File: src/hw/rtl/mfa_pkg.sv
// Shared types and constants for the minifloat adder.
package mfa_pkg;
  localparam int WORD_WIDTH = 8;

  typedef enum logic [2:0] {
    ST_IDLE  = 3'b001,
    ST_ALIGN = 3'b010,
    ST_NORM  = 3'b100
  } state_t;

  typedef struct packed {
    logic load;
    logic align;
    logic norm;
  } ctrl_t;

  typedef struct packed {
    logic norm_done;
  } stat_t;
endpackage

File: src/hw/rtl/minifloat_adder_core.sv
// Top level of the minifloat adder: controller plus datapath.
//
// Usage: drive operand_a and operand_b and raise start while busy is low;
// that edge accepts the transaction. busy stays high until the result is out.
// The result appears on sum_bits/overflowed for exactly one cycle with
// result_valid high; the receiver cannot stall, so take it then.
// Sequence: the accept edge registers the operands, the align state aligns
// and adds, then the normalize state shifts left one bit per cycle (0 to
// MAN_WIDTH shifts) and strobes the result in its last cycle. busy drops
// the cycle after the strobe, so a new transaction can only be accepted
// once the current one is through. The rate is set by the one-bit-per-cycle
// left normalization loop in the datapath.
// Operands use 1 sign, EXP_WIDTH exponent and MAN_WIDTH mantissa bits,
// bias 2^(EXP_WIDTH-1)-1, with subnormals; an exponent reaching all ones
// saturates (mantissa 0) and raises overflowed. Truncation throughout.
// Reset (rst, synchronous) returns the controller to idle and drops any
// transaction in flight; no result is strobed for it.
module minifloat_adder_core #(
  parameter int EXP_WIDTH = 4,
  parameter int MAN_WIDTH = 3
) (
  input  logic       clk,
  input  logic       rst,
  input  logic       start,
  output logic       busy,
  input  logic [7:0] operand_a,
  input  logic [7:0] operand_b,
  output logic       result_valid,
  output logic [7:0] sum_bits,
  output logic       overflowed
);
  import mfa_pkg::*;

  ctrl_t ctrl;
  stat_t stat;

  // sequence the transaction
  mfa_ctrl u_ctrl (
    .clk  (clk),
    .rst  (rst),
    .start(start),
    .stat (stat),
    .ctrl (ctrl),
    .busy (busy),
    .done (result_valid)
  );

  // compute the sum
  mfa_datapath #(
    .EXP_WIDTH(EXP_WIDTH),
    .MAN_WIDTH(MAN_WIDTH)
  ) u_dp (
    .clk       (clk),
    .ctrl      (ctrl),
    .stat      (stat),
    .operand_a (operand_a),
    .operand_b (operand_b),
    .sum_bits  (sum_bits),
    .overflowed(overflowed)
  );

  // a result is only strobed while a transaction is in flight
  a_valid_busy: assert property (@(posedge clk) disable iff (rst)
    result_valid |-> busy) else $error("result strobe while idle");

  // an accepted transaction never strobes in the next cycle (align first)
  a_no_early: assert property (@(posedge clk) disable iff (rst)
    (start && !busy) |=> !result_valid) else $error("result too early");

  // a strobe frees the block on the next cycle
  a_free: assert property (@(posedge clk) disable iff (rst)
    result_valid |=> !busy) else $error("busy after result");

  // overflow only comes with a saturated exponent and zero mantissa
  a_ovf: assert property (@(posedge clk) disable iff (rst)
    (result_valid && overflowed) |-> (sum_bits[MAN_WIDTH-1:0] == '0))
    else $error("overflow with nonzero mantissa");
endmodule

File: src/hw/rtl/mfa_datapath.sv
// Datapath: operand split, alignment, magnitude add, normalize, pack.
module mfa_datapath #(
  parameter int EXP_WIDTH = 4,
  parameter int MAN_WIDTH = 3
) (
  input  logic                 clk,
  input  mfa_pkg::ctrl_t       ctrl,
  output mfa_pkg::stat_t       stat,
  input  logic [7:0]           operand_a,
  input  logic [7:0]           operand_b,
  output logic [7:0]           sum_bits,
  output logic                 overflowed
);
  import mfa_pkg::*;

  localparam int SW = MAN_WIDTH + 2;   // significand incl. carry
  localparam int XW = EXP_WIDTH + 1;   // exponent with headroom
  localparam int FW = 1 + EXP_WIDTH + MAN_WIDTH;
  localparam logic [XW-1:0] EXP_ONES = XW'((1 << EXP_WIDTH) - 1);

  logic [FW-1:0] fa, fb;
  logic          sa, sb;
  logic [EXP_WIDTH-1:0] ea, eb;
  logic [SW-1:0] ma, mb;

  // operand registers
  logic          ra_s, rb_s;
  logic [XW-1:0] ra_e, rb_e;
  logic [SW-1:0] ra_m, rb_m;

  // working registers
  logic          sgn;
  logic [XW-1:0] ex;
  logic [SW-1:0] mag;
  logic          ovf;

  assign fa = FW'(operand_a);
  assign fb = FW'(operand_b);
  assign sa = fa[FW-1];
  assign sb = fb[FW-1];
  assign ea = fa[FW-2:MAN_WIDTH];
  assign eb = fb[FW-2:MAN_WIDTH];
  assign ma = (ea == '0) ? SW'({fa[MAN_WIDTH-1:0], 1'b0}) : SW'({1'b1, fa[MAN_WIDTH-1:0]});
  assign mb = (eb == '0) ? SW'({fb[MAN_WIDTH-1:0], 1'b0}) : SW'({1'b1, fb[MAN_WIDTH-1:0]});

  logic [XW-1:0] diff;
  logic [SW-1:0] sha, shb, mag_sum;
  logic [XW-1:0] ex_al;
  logic          sgn_al;
  logic [SW-1:0] mag_c;
  logic [XW-1:0] ex_c;

  always_comb begin
    if (ra_e > rb_e) begin
      diff  = ra_e - rb_e;
      sha   = ra_m;
      shb   = (diff >= XW'(SW)) ? '0 : (rb_m >> diff);
      ex_al = ra_e;
    end else begin
      diff  = rb_e - ra_e;
      shb   = rb_m;
      sha   = (diff >= XW'(SW)) ? '0 : (ra_m >> diff);
      ex_al = rb_e;
    end
    if (ra_s == rb_s) begin
      mag_sum = sha + shb;
      sgn_al  = ra_s;
    end else if (sha >= shb) begin
      mag_sum = sha - shb;
      sgn_al  = ra_s;
    end else begin
      mag_sum = shb - sha;
      sgn_al  = rb_s;
    end
    if (mag_sum[SW-1]) begin
      mag_c = mag_sum >> 1;
      ex_c  = ex_al + XW'(1);
    end else begin
      mag_c = mag_sum;
      ex_c  = ex_al;
    end
  end

  assign stat.norm_done = mag[MAN_WIDTH] || (ex == '0) || (mag == '0);

  always_ff @(posedge clk) begin
    if (ctrl.load) begin
      ra_s <= sa;
      rb_s <= sb;
      ra_e <= XW'(ea);
      rb_e <= XW'(eb);
      ra_m <= ma;
      rb_m <= mb;
    end
    if (ctrl.align) begin
      sgn <= sgn_al;
      ovf <= 1'b0;
      if (mag_c == '0) begin
        ex  <= '0;
        mag <= '0;
      end else if (ex_c >= EXP_ONES) begin
        ex  <= EXP_ONES;
        mag <= '0;
        ovf <= 1'b1;
      end else begin
        ex  <= ex_c;
        mag <= mag_c;
      end
    end else if (ctrl.norm && !stat.norm_done) begin
      mag <= mag << 1;
      ex  <= ex - XW'(1);
    end
  end

  logic [MAN_WIDTH-1:0] man;
  logic [FW-1:0]        word;
  assign man  = (ex != '0) ? mag[MAN_WIDTH-1:0] : mag[MAN_WIDTH:1];
  assign word = {sgn, ex[EXP_WIDTH-1:0], man};
  assign sum_bits   = 8'(word);
  assign overflowed = ovf;
endmodule

File: src/hw/rtl/mfa_ctrl.sv
// Controller: sequences load, align/add and iterative normalize.
module mfa_ctrl (
  input  logic           clk,
  input  logic           rst,
  input  logic           start,
  input  mfa_pkg::stat_t stat,
  output mfa_pkg::ctrl_t ctrl,
  output logic           busy,
  output logic           done
);
  import mfa_pkg::*;

  state_t state, state_next;

  always_comb begin
    state_next = state;
    ctrl = '0;
    done = 1'b0;
    case (state)
      ST_IDLE: begin
        ctrl.load = start;
        if (start) state_next = ST_ALIGN;
      end
      ST_ALIGN: begin
        ctrl.align = 1'b1;
        state_next = ST_NORM;
      end
      ST_NORM: begin
        ctrl.norm = 1'b1;
        if (stat.norm_done) begin
          done = 1'b1;
          state_next = ST_IDLE;
        end
      end
      default: state_next = ST_IDLE;
    endcase
  end

  assign busy = (state != ST_IDLE);

  always_ff @(posedge clk) begin
    if (rst) state <= ST_IDLE;
    else     state <= state_next;
  end
endmodule

File: config.mk
export PLATFORM = sky130hd
export DESIGN_NAME = minifloat_adder_core
export DESIGN_NICKNAME = d
export VERILOG_FILES = /design/src/hw/rtl/mfa_pkg.sv /design/src/hw/rtl/minifloat_adder_core.sv /design/src/hw/rtl/mfa_datapath.sv /design/src/hw/rtl/mfa_ctrl.sv
export SDC_FILE = /design/constraint.sdc
export NUM_CORES = 1
export LEC_CHECK = 0
export ABC_AREA = 1
export BUFFER_PORTS_ARGS = -buffer_cell sky130_fd_sc_hd__buf_2
export CAP_MARGIN = 20
export CORE_MARGIN = 1
export CORE_UTILIZATION = 61
export CTS_BUF_LIST = sky130_fd_sc_hd__clkbuf_2 sky130_fd_sc_hd__clkbuf_4 sky130_fd_sc_hd__clkbuf_8
export DETAILED_ROUTE_END_ITERATION = 10
export PLACE_DENSITY = 0.87
export SETUP_SLACK_MARGIN = 0.15
export SLEW_MARGIN = 20
export SYNTH_ARGS = -nofsm -noshare
export SYNTH_HDL_FRONTEND = slang
export SYNTH_SLANG_ARGS = --single-unit
File: constraint.sdc
create_clock -name clk -period 10 [get_ports clk]
set_input_delay 3 -clock clk [delete_from_list [all_inputs] [get_ports clk]]
set_output_delay 3 -clock clk [all_outputs]
set_load 0.02 [all_outputs]
==> flow_summary_export.csv, run 1 <==
group,metric,value,unit
final_layout,diodes,0,
timing,relSlewSlack,0.399,
place,gp_congestion,0.879,
critical_path,endpoint_kind,"output pin",
final_layout,final_nets,463,
clocking,cts_setup_buffers,0,
clocking,cts_root_buf,"clkbuf_8",
drt,drc_errors,0,
final_layout,post-route-cell-area,3210,µm²
timing,max_freq,202,MHz
clocking,cts_buffers,5,
power_and_ir_drop,irDropWorstVdd,0.122,mV
drt,vias,2494,
drt,avgRoutedWirePerCell,11.7,µm
critical_path,path_class,"register to output pin",
yosys,synth_cell_types,39,
final_layout,synthToLayoutAreaGrowth,8.38,%
clocking,cts.sinks,33,
worst_hold_path,min-delay-path-class,"register to register",
grt,grt_pass1_wl,9200,µm
critical_path,critical_path.max_fanout,7,
final_layout,instances_no_fill,469,
grt,grt_pass1_vias,2238,
place,postPlaceCellArea,3090,µm²
drt,firstDrtPassIters,6,
floorplanning,core,4500,µm²
grt,grt_start_max_net_pins,19,
clocking,ctsLongestPathBuffers,2,
timing,period_minus_slack,4940,ps
critical_path,critical_path.top_delay_family,"buffers and inverters",
yosys,synth_seq_cells,33,
floorplanning,dieArea,5130,µm²
drt,via_per_inst,5.32,
run,drv_cap,0,
timing,period_share,0.494,
timing,clock_skew,9.53,ps
critical_path,path_cells,"inv_1 > ha_1 > nand2_1 > nor2_1 > inv_1 > a2111oi_0 > buf_2",
drt,wl,5470,µm
floorplanning,rows,24,
critical_path,max_stage_delay,380,ps
final_layout,mostFrequentLayoutCell,"nand2_1",
final_layout,drive_above_1_share,0.180,
critical_path,critPathArrivalTime,1940,ps
run_status,outcome,"finished clean",
power_and_ir_drop,p_per_area,181,nW/µm²
timing,tightest_slew,894,ps
yosys,synthCells,391,
critical_path,worstSetupStartpointType,"register",
timing,hold_viol,0,
floorplanning,die_y,71.6,µm
floorplanning,die_w,71.6,µm
clocking,clk_latency,290,ps
clocking,h-tree-depth,2,
critical_path,crit_top_cell,"inv_1",
critical_path,required,7000,ps
yosys,synth_top_area_frac,0.305,
yosys,ys_top_cells_by_area,"edfxtp_1, nand2_1, ha_1",
yosys,synth_area_leader_cell,"edfxtp_1",
timing,slew_viol_final,0,
floorplanning,start_util,0.657,
power_and_ir_drop,p_leak,1.66,nW
yosys,ys_seq_area_frac,0.325,
floorplanning,ios,30,
critical_path,path_buf_inv,3,
place,placedCellCount,461,
yosys,syn_area,2960,µm²
clocking,ctsResizeCount,0,
final_layout,layout_common_cells,"nand2_1, inv_1, nor2_1",
drt,drt_iter0_drc,125,
place,dp_hpwl,4360,µm
grt,antenna_found_initial,0,
clocking,cts_tree,"built",
yosys,avgSynthCellArea,7.56,µm²
timing,setup_tns,0,ps
place,portBuffers,29,
grt,grt_usage,0.231,
clocking,clk_pin_slew,60,ps
yosys,syn_nets,438,
timing,setup_violations,0,
grt,grt-ovfl-total,0,
timing,rsz0062_at_grt,"no",
drt,ant_nets,0,
clocking,ctsHoldBuffers,0,
critical_path,crit_path_top_delay_cell,"a2111oi_0",
yosys,yosys_warnings,0,
-- layout make-up --
cell class	count	area, µm²
multi-input combinational	275	1640
fill	379	1300
sequential	33	961
inverter	71	272
timing repair buffer	30	153
clock buffer	7	90.1
tap	52	65.1
clock inverter	1	30.0
-- worst min-delay path: stages, from the launching register on --
cell and delay (ps):
edfxtp_1 350, inv_1 50, nor2_1 90
-- worst paths after layout --
check / endpoint / slack, ps / start / cells past startpoint
max: result_valid / 5060 / u_dp.ex[0]$_DFFE_PP_ / 7
min: u_dp.mag[4]$_SDFFCE_PP0P_ / 600 / u_dp.mag[3]$_DFFE_PP_ / 2
max reg2reg: u_dp.mag[1]$_DFFE_PP_ / 5550 / u_dp.rb_e[1]$_DFFE_PP_ / 23
min reg2reg: u_dp.mag[4]$_SDFFCE_PP0P_ / 600 / u_dp.mag[3]$_DFFE_PP_ / 2
-- per-stage QoR --
step	power, mW	hold slack, ps	utilization	setup WS [ps]
finish	0.579	598	0.712	5060
floorplan	0.403	545	-	4890
CTS	0.579	595	0.712	5040
detailed placement	0.448	580	0.685	5340
global placement	0.439	573	0.685	5390
global route	0.625	634	0.712	4760
-- metal layers --
layer / up-vias / wire length (µm) / global-route usage
met5: - / 0 / 0
met4: 0 / 74 / 0.0980
met3: 8 / 226 / 0.0450
met2: 61 / 2720 / 0.405
met1: 1136 / 2440 / 0.275
li1: 1289 / - / -
-- flip-flops by register name, indices dropped and copies added (netlist names) --
signal / count
u_dp.mag: 5
u_dp.overflowed: 1
u_dp.rb_m: 4
u_dp.rb_s: 1
u_dp.sgn: 1
u_dp.rb_e: 4
u_dp.ra_m: 4
u_dp.ra_e: 4
u_dp.ra_s: 1
u_ctrl.state: 3
u_dp.ex: 5
-- cell usage after synthesis --
| master | number |
|---|---|
| inv_2 | 3 |
| nand3_4 | 1 |
| xnor2_2 | 1 |
| nand4_1 | 2 |
| o21ai_2 | 3 |
| fa_1 | 5 |
| o21ai_0 | 13 |
| clkinv_1 | 2 |
| nor2_1 | 31 |
| nor3_2 | 1 |
| ha_1 | 23 |
| nor3_1 | 3 |
| nor4_1 | 4 |
| a21oi_2 | 2 |
| inv_1 | 64 |
| buf_4 | 5 |
| nor2_2 | 3 |
| buf_6 | 3 |
| buf_2 | 3 |
| o211ai_1 | 1 |
| a22oi_1 | 5 |
| a21oi_1 | 14 |
| nand3b_1 | 1 |
| nand3_2 | 3 |
| a221oi_1 | 2 |
| nand3_1 | 21 |
| clkbuf_1 | 1 |
| inv_4 | 2 |
| a2111oi_0 | 1 |
| dfxtp_1 | 3 |
| nand2_4 | 4 |
| or2_2 | 1 |
| xor2_1 | 7 |
| nand2_1 | 104 |
| xnor2_1 | 2 |
| o21ai_1 | 3 |
| o22ai_1 | 1 |
| edfxtp_1 | 30 |
| nand2_2 | 13 |
-- power breakdown --
part | internal (mW) | switching, mW
clock | 0.0839 | 0.0472
combinational | 0.0968 | 0.184
sequential | 0.162 | 0.00613
-- logic make-up after synthesis --
family,count (synthesis),synth area share
flip-flops,33,0.325
XOR/XNOR,10,0.0322
adder cells (fa/ha/maj),28,0.131
AO/OA/AOI/OAI,45,0.0918
buffers and inverters,83,0.122
AND/OR/NAND/NOR,192,0.298
Note: power is estimated with default switching activity, not from simulation.
==> run 2: changes to the inputs <==
==> constraint.sdc (replaced) <==
create_clock -name clk -period 5 [get_ports clk]
set_input_delay 1.5 -clock clk [delete_from_list [all_inputs] [get_ports clk]]
set_output_delay 1.5 -clock clk [all_outputs]
set_load 0.02 [all_outputs]
==> flow_summary_export.csv, run 2 (synthesis results as in run 1) <==
group,metric,value,unit
drt,vias,2493,
final_layout,synthToLayoutAreaGrowth,8.29,%
drt,wl,5780,µm
final_layout,mostFrequentLayoutCell,"nand2_1",
final_layout,final_nets,464,
power_and_ir_drop,p_int,672,µW
power_and_ir_drop,p_sw,484,µW
power_and_ir_drop,clock_power_share,0.219,
clocking,cts_buffers,5,
run,drv_cap,0,
power_and_ir_drop,p_leak,1.66,nW
drt,drt_iter0_drc,157,
drt,drc_errors,0,
grt,grt-ovfl-total,0,
run_status,outcome,"finished clean",
clocking,ctsResizeCount,0,
final_layout,instances_no_fill,470,
clocking,cts_setup_buffers,0,
clocking,cts_tree,"built",
final_layout,top_regs,"u_dp.ex x5, u_dp.mag x5",
place,portBuffers,29,
grt,antenna_found_initial,0,
timing,period_minus_slack,4490,ps
floorplanning,core,4500,µm²
timing,period_share,0.898,
place,placedCellCount,462,
place,gp_congestion,0.916,
critical_path,critical_path.max_fanout,5,
critical_path,critPathArrivalTime,4540,ps
floorplanning,dieArea,5130,µm²
clocking,clk_latency,290,ps
power_and_ir_drop,p_per_area,361,nW/µm²
critical_path,required,5050,ps
final_layout,layout_common_cells,"nand2_1, inv_1, nor2_1",
power_and_ir_drop,finalPower,1.16,mW
grt,grt_pass1_vias,2369,
final_layout,utilization,0.711,
place,dp_hpwl,4560,µm
floorplanning,die_y,71.6,µm
floorplanning,die_w,71.6,µm
power_and_ir_drop,power_frac_comb,0.490,
drt,ant_nets,0,
floorplanning,ios,30,
drt,avgRoutedWirePerCell,12.3,µm
clocking,ctsHoldBuffers,0,
grt,grt_usage,0.247,
timing,hold_viol,0,
clocking,cts_root_buf,"clkbuf_8",
clocking,ctsLongestPathBuffers,2,
drt,firstDrtPassIters,4,
clocking,h-tree-depth,2,
timing,setup_violations,0,
power_and_ir_drop,irDropWorstVdd,0.240,mV
power_and_ir_drop,netSwitchingFraction,0.419,
floorplanning,rows,24,
timing,clock_skew,9.43,ps
critical_path,path_class,"register to register",
floorplanning,start_util,0.657,
timing,setup_tns,0,ps
timing,max_freq,223,MHz
final_layout,diodes,0,
worst_hold_path,min-delay-path-class,"register to register",
critical_path,endpoint_kind,"register",
timing,rsz0062_at_grt,"no",
drt,via_per_inst,5.30,
clocking,cts.sinks,33,
final_layout,drive_above_1_share,0.179,
power_and_ir_drop,p_seq_frac,0.290,
timing,tightest_slew,821,ps
timing,slew_viol_final,0,
critical_path,worstSetupStartpointType,"register",
timing,relSlewSlack,0.447,
clocking,clk_pin_slew,70,ps
grt,grt_start_max_net_pins,19,
grt,grt_pass1_wl,9800,µm
[run 2: changes by cell type in the layout (fill, tap and decap cells not counted)]
cell      change
clkbuf_8      -1
clkinv_1      +1
buf_4         +1
[run 2: area by class of cell]
class / count / area (µm²)
multi-input combinational: 275 / 1640
fill: 363 / 1300
sequential: 33 / 961
inverter: 71 / 272
timing repair buffer: 31 / 160
clock buffer: 6 / 76.3
tap: 52 / 65.1
clock inverter: 2 / 33.8
[run 2: final timing paths]
kind	start	to	slack, ps	cells after the start
max	u_dp.rb_e[0]$_DFFE_PP_	u_dp.mag[3]$_DFFE_PP_	510	26
min	u_dp.mag[3]$_DFFE_PP_	u_dp.mag[4]$_SDFFCE_PP0P_	610	2
max reg2reg	u_dp.rb_e[0]$_DFFE_PP_	u_dp.mag[3]$_DFFE_PP_	510	26
min reg2reg	u_dp.mag[3]$_DFFE_PP_	u_dp.mag[4]$_SDFFCE_PP0P_	610	2
[run 2: power groups by stage]
stage / logic (mW) / registers, mW / clock network [mW]
floorplan: 0.468 / 0.338 / 0
global placement: 0.545 / 0.341 / 0
detailed placement: 0.558 / 0.342 / 0
CTS: 0.563 / 0.336 / 0.258
global route: 0.647 / 0.338 / 0.268
finish: 0.567 / 0.336 / 0.254
[run 2: metrics by stage]
stage               hold WS (ps)  instance area [µm²]  worst slack (ps)
floorplan                    545                 2960              1220
global placement             575                 3090               702
detailed placement           584                 3090               578
CTS                          603                 3200               565
global route                 635                 3200               233
finish                       608                 3200               509
[run 2: layer usage]
metal | track usage | share of wire | vias to the layer above | routed length, µm
li1 | - | - | 1290 | -
met1 | 0.291 | 0.44 | 1127 | 2540
met2 | 0.432 | 0.49 | 63 | 2850
met3 | 0.0506 | 0.043 | 13 | 248
met4 | 0.113 | 0.025 | 0 | 143
met5 | 0 | 0 | - | 0
[run 2: critical path: stages (launching register included)]
cell,delay (ps)
edfxtp_1,450
inv_1,100
ha_1,150
inv_1,60
fa_1,400
a221oi_1,590
nor2_1,110
nand4_1,170
inv_1,50
a22oi_1,220
ha_1,250
inv_1,70
fa_1,410
nand2_1,90
nand2_1,60
inv_1,50
nand3_1,70
nand2_1,70
clkinv_1,60
nand2_2,90
nand3_1,100
nor2_1,150
nor2_1,70
nor2_2,200
nand2_4,100
nand2_1,60
nand2_1,40
==> run 3: changes to the inputs <==
--- a/config.mk
+++ b/config.mk
@@ -9,10 +9,10 @@
 export BUFFER_PORTS_ARGS = -buffer_cell sky130_fd_sc_hd__buf_2
 export CAP_MARGIN = 20
 export CORE_MARGIN = 1
-export CORE_UTILIZATION = 61
+export CORE_UTILIZATION = 56
 export CTS_BUF_LIST = sky130_fd_sc_hd__clkbuf_2 sky130_fd_sc_hd__clkbuf_4 sky130_fd_sc_hd__clkbuf_8
 export DETAILED_ROUTE_END_ITERATION = 10
-export PLACE_DENSITY = 0.87
+export PLACE_DENSITY = 0.84
 export SETUP_SLACK_MARGIN = 0.15
 export SLEW_MARGIN = 20
 export SYNTH_ARGS = -nofsm -noshare
==> constraint.sdc (replaced) <==
create_clock -name clk -period 3.85 [get_ports clk]
set_input_delay 1.155 -clock clk [delete_from_list [all_inputs] [get_ports clk]]
set_output_delay 1.155 -clock clk [all_outputs]
set_load 0.02 [all_outputs]
==> flow_summary_export.csv, run 3 (synthesis results as in run 1) <==
group,metric,value,unit
power_and_ir_drop,p_per_area,485,nW/µm²
clocking,clk_pin_slew,80,ps
critical_path,reg2regPathDepth,28,
floorplanning,ios,30,
drt,wl,7010,µm
grt,grt_pass1_wl,11100,µm
timing,slew_viol_final,0,
drt,avgRoutedWirePerCell,13.2,µm
floorplanning,start_util,0.579,
grt,grt_usage,0.263,
critical_path,crit_top_cell,"nand2_1",
final_layout,layout_common_cells,"nand2_1, inv_1, buf_4",
grt,antenna_found_initial,0,
run,drv_cap,0,
floorplanning,die_w,74.7,µm
power_and_ir_drop,irDropWorstVdd,0.319,mV
clocking,clk_latency,300,ps
final_layout,instances_no_fill,532,
final_layout,top_regs,"u_dp.ex x5, u_dp.mag x5",
timing,period_share,1.03,
critical_path,critical_path.max_fanout,6,
run_status,violations,"setup timing",
power_and_ir_drop,p_leak,1.88,nW
place,portBuffers,29,
worst_hold_path,worstHoldPathCells,2,
final_layout,post-route-cell-area,3790,µm²
timing,period_minus_slack,3950,ps
final_layout,final_nets,508,
final_layout,diodes,0,
timing,setup_tns,-757,ps
place,dp_hpwl,4870,µm
timing,setup_violations,9,
critical_path,max_stage_delay,440,ps
grt,grt_pass1_vias,2531,
critical_path,critPathArrivalTime,4000,ps
final_layout,synthToLayoutAreaGrowth,28.0,%
clocking,h-tree-depth,2,
critical_path,crit_path_top_delay_cell,"edfxtp_1",
floorplanning,core,5110,µm²
drt,drt_iter0_drc,175,
timing,max_freq,253,MHz
drt,via_per_inst,5.20,
timing,hold_viol,0,
final_layout,mostFrequentLayoutCell,"nand2_1",
place,placedCellCount,513,
drt,firstDrtPassIters,5,
critical_path,path_class,"register to register",
worst_hold_path,min-delay-path-class,"register to register",
timing,layout_setup_ws,-97.1,ps
drt,ant_nets,0,
run_status,outcome,"finished, violations left",
floorplanning,rows,26,
final_layout,drive_above_1_share,0.357,
timing,relSlewSlack,0.402,
clocking,ctsLongestPathBuffers,2,
grt,grt-ovfl-total,0,
timing,rsz0062_at_grt,"yes",
drt,vias,2767,
grt,grt_start_max_net_pins,19,
drt,drc_errors,0,
critical_path,worstSetupStartpointType,"register",
floorplanning,die_y,74.7,µm
timing,tightest_slew,890,ps
critical_path,endpoint_kind,"register",
place,gp_congestion,0.957,
clocking,cts_buffers,5,
critical_path,required,3910,ps
clocking,cts_tree,"built",
place,postPlaceCellArea,3380,µm²
clocking,cts.sinks,33,
timing,clock_skew,10.1,ps
clocking,cts_root_buf,"clkbuf_8",
floorplanning,dieArea,5580,µm²
## run 3: power breakdown
| group | switching, mW | leakage, nW | internal, mW | total [mW] |
|---|---|---|---|---|
| Clock | 0.141 | 0.0439 | 0.125 | 0.266 |
| Combinational | 0.659 | 1.54 | 0.479 | 1.14 |
| Sequential | 0.0150 | 0.298 | 0.419 | 0.434 |
## run 3: path summary, 6_finish.rpt
kind	start	end	slack (ps)
min	u_ctrl.state[0]$_SDFFE_PP1P_	u_ctrl.state[1]$_SDFFE_PP0P_	590
min reg2reg	u_ctrl.state[0]$_SDFFE_PP1P_	u_ctrl.state[1]$_SDFFE_PP0P_	590
max reg2reg	u_dp.rb_e[0]$_DFFE_PP_	u_dp.ex[0]$_DFFE_PP_	-100
max	u_dp.rb_e[0]$_DFFE_PP_	u_dp.ex[0]$_DFFE_PP_	-100
## run 3: worst max-delay path, delay by kind of cell (launching register included)
kind,cells,cell delay [ps]
AOI/OAI and AO/OA,2,180
xor gates and xnor gates,1,150
adders and majority gates,3,890
buffers and inverters,6,570
DFF,1,440
and+or+nand+nor,16,1490
## run 3: area by class of cell
class	instances	area (µm²)
inverters	71	274
well taps	70	87.6
multi-input cells	275	1880
flip-flops and latches	33	961
repair buffers	75	502
clock inverters	3	17.5
clock buffers	5	68.8
fillers	344	1320
## run 3: per-layer routing
layer | wire, µm | track usage | part of all wire
met1 | 2760 | 0.306 | 0.39
met2 | 3710 | 0.499 | 0.53
met3 | 301 | 0.0428 | 0.043
met4 | 232 | 0.0650 | 0.033
met5 | 0 | 0 | 0
## run 3: stage by stage
step	power, mW	util	hold WS (ps)	setup slack [ps]
after floorplan	1.05	-	545	159
after global placement	1.31	0.661	580	-168
after detailed placement	1.34	0.661	589	-315
after CTS	1.72	0.721	601	22.9
after global routing	1.96	0.742	637	-401
final	1.84	0.742	595	-97.1
## run 3: what timing repair did
action                                  CTS  global route
resized for setup                        40            23
pin swaps                                17            14
endpoints found under the setup margin    9             9
setup buffers                             9             2
hold buffers                              0             0
cloned                                    0             0
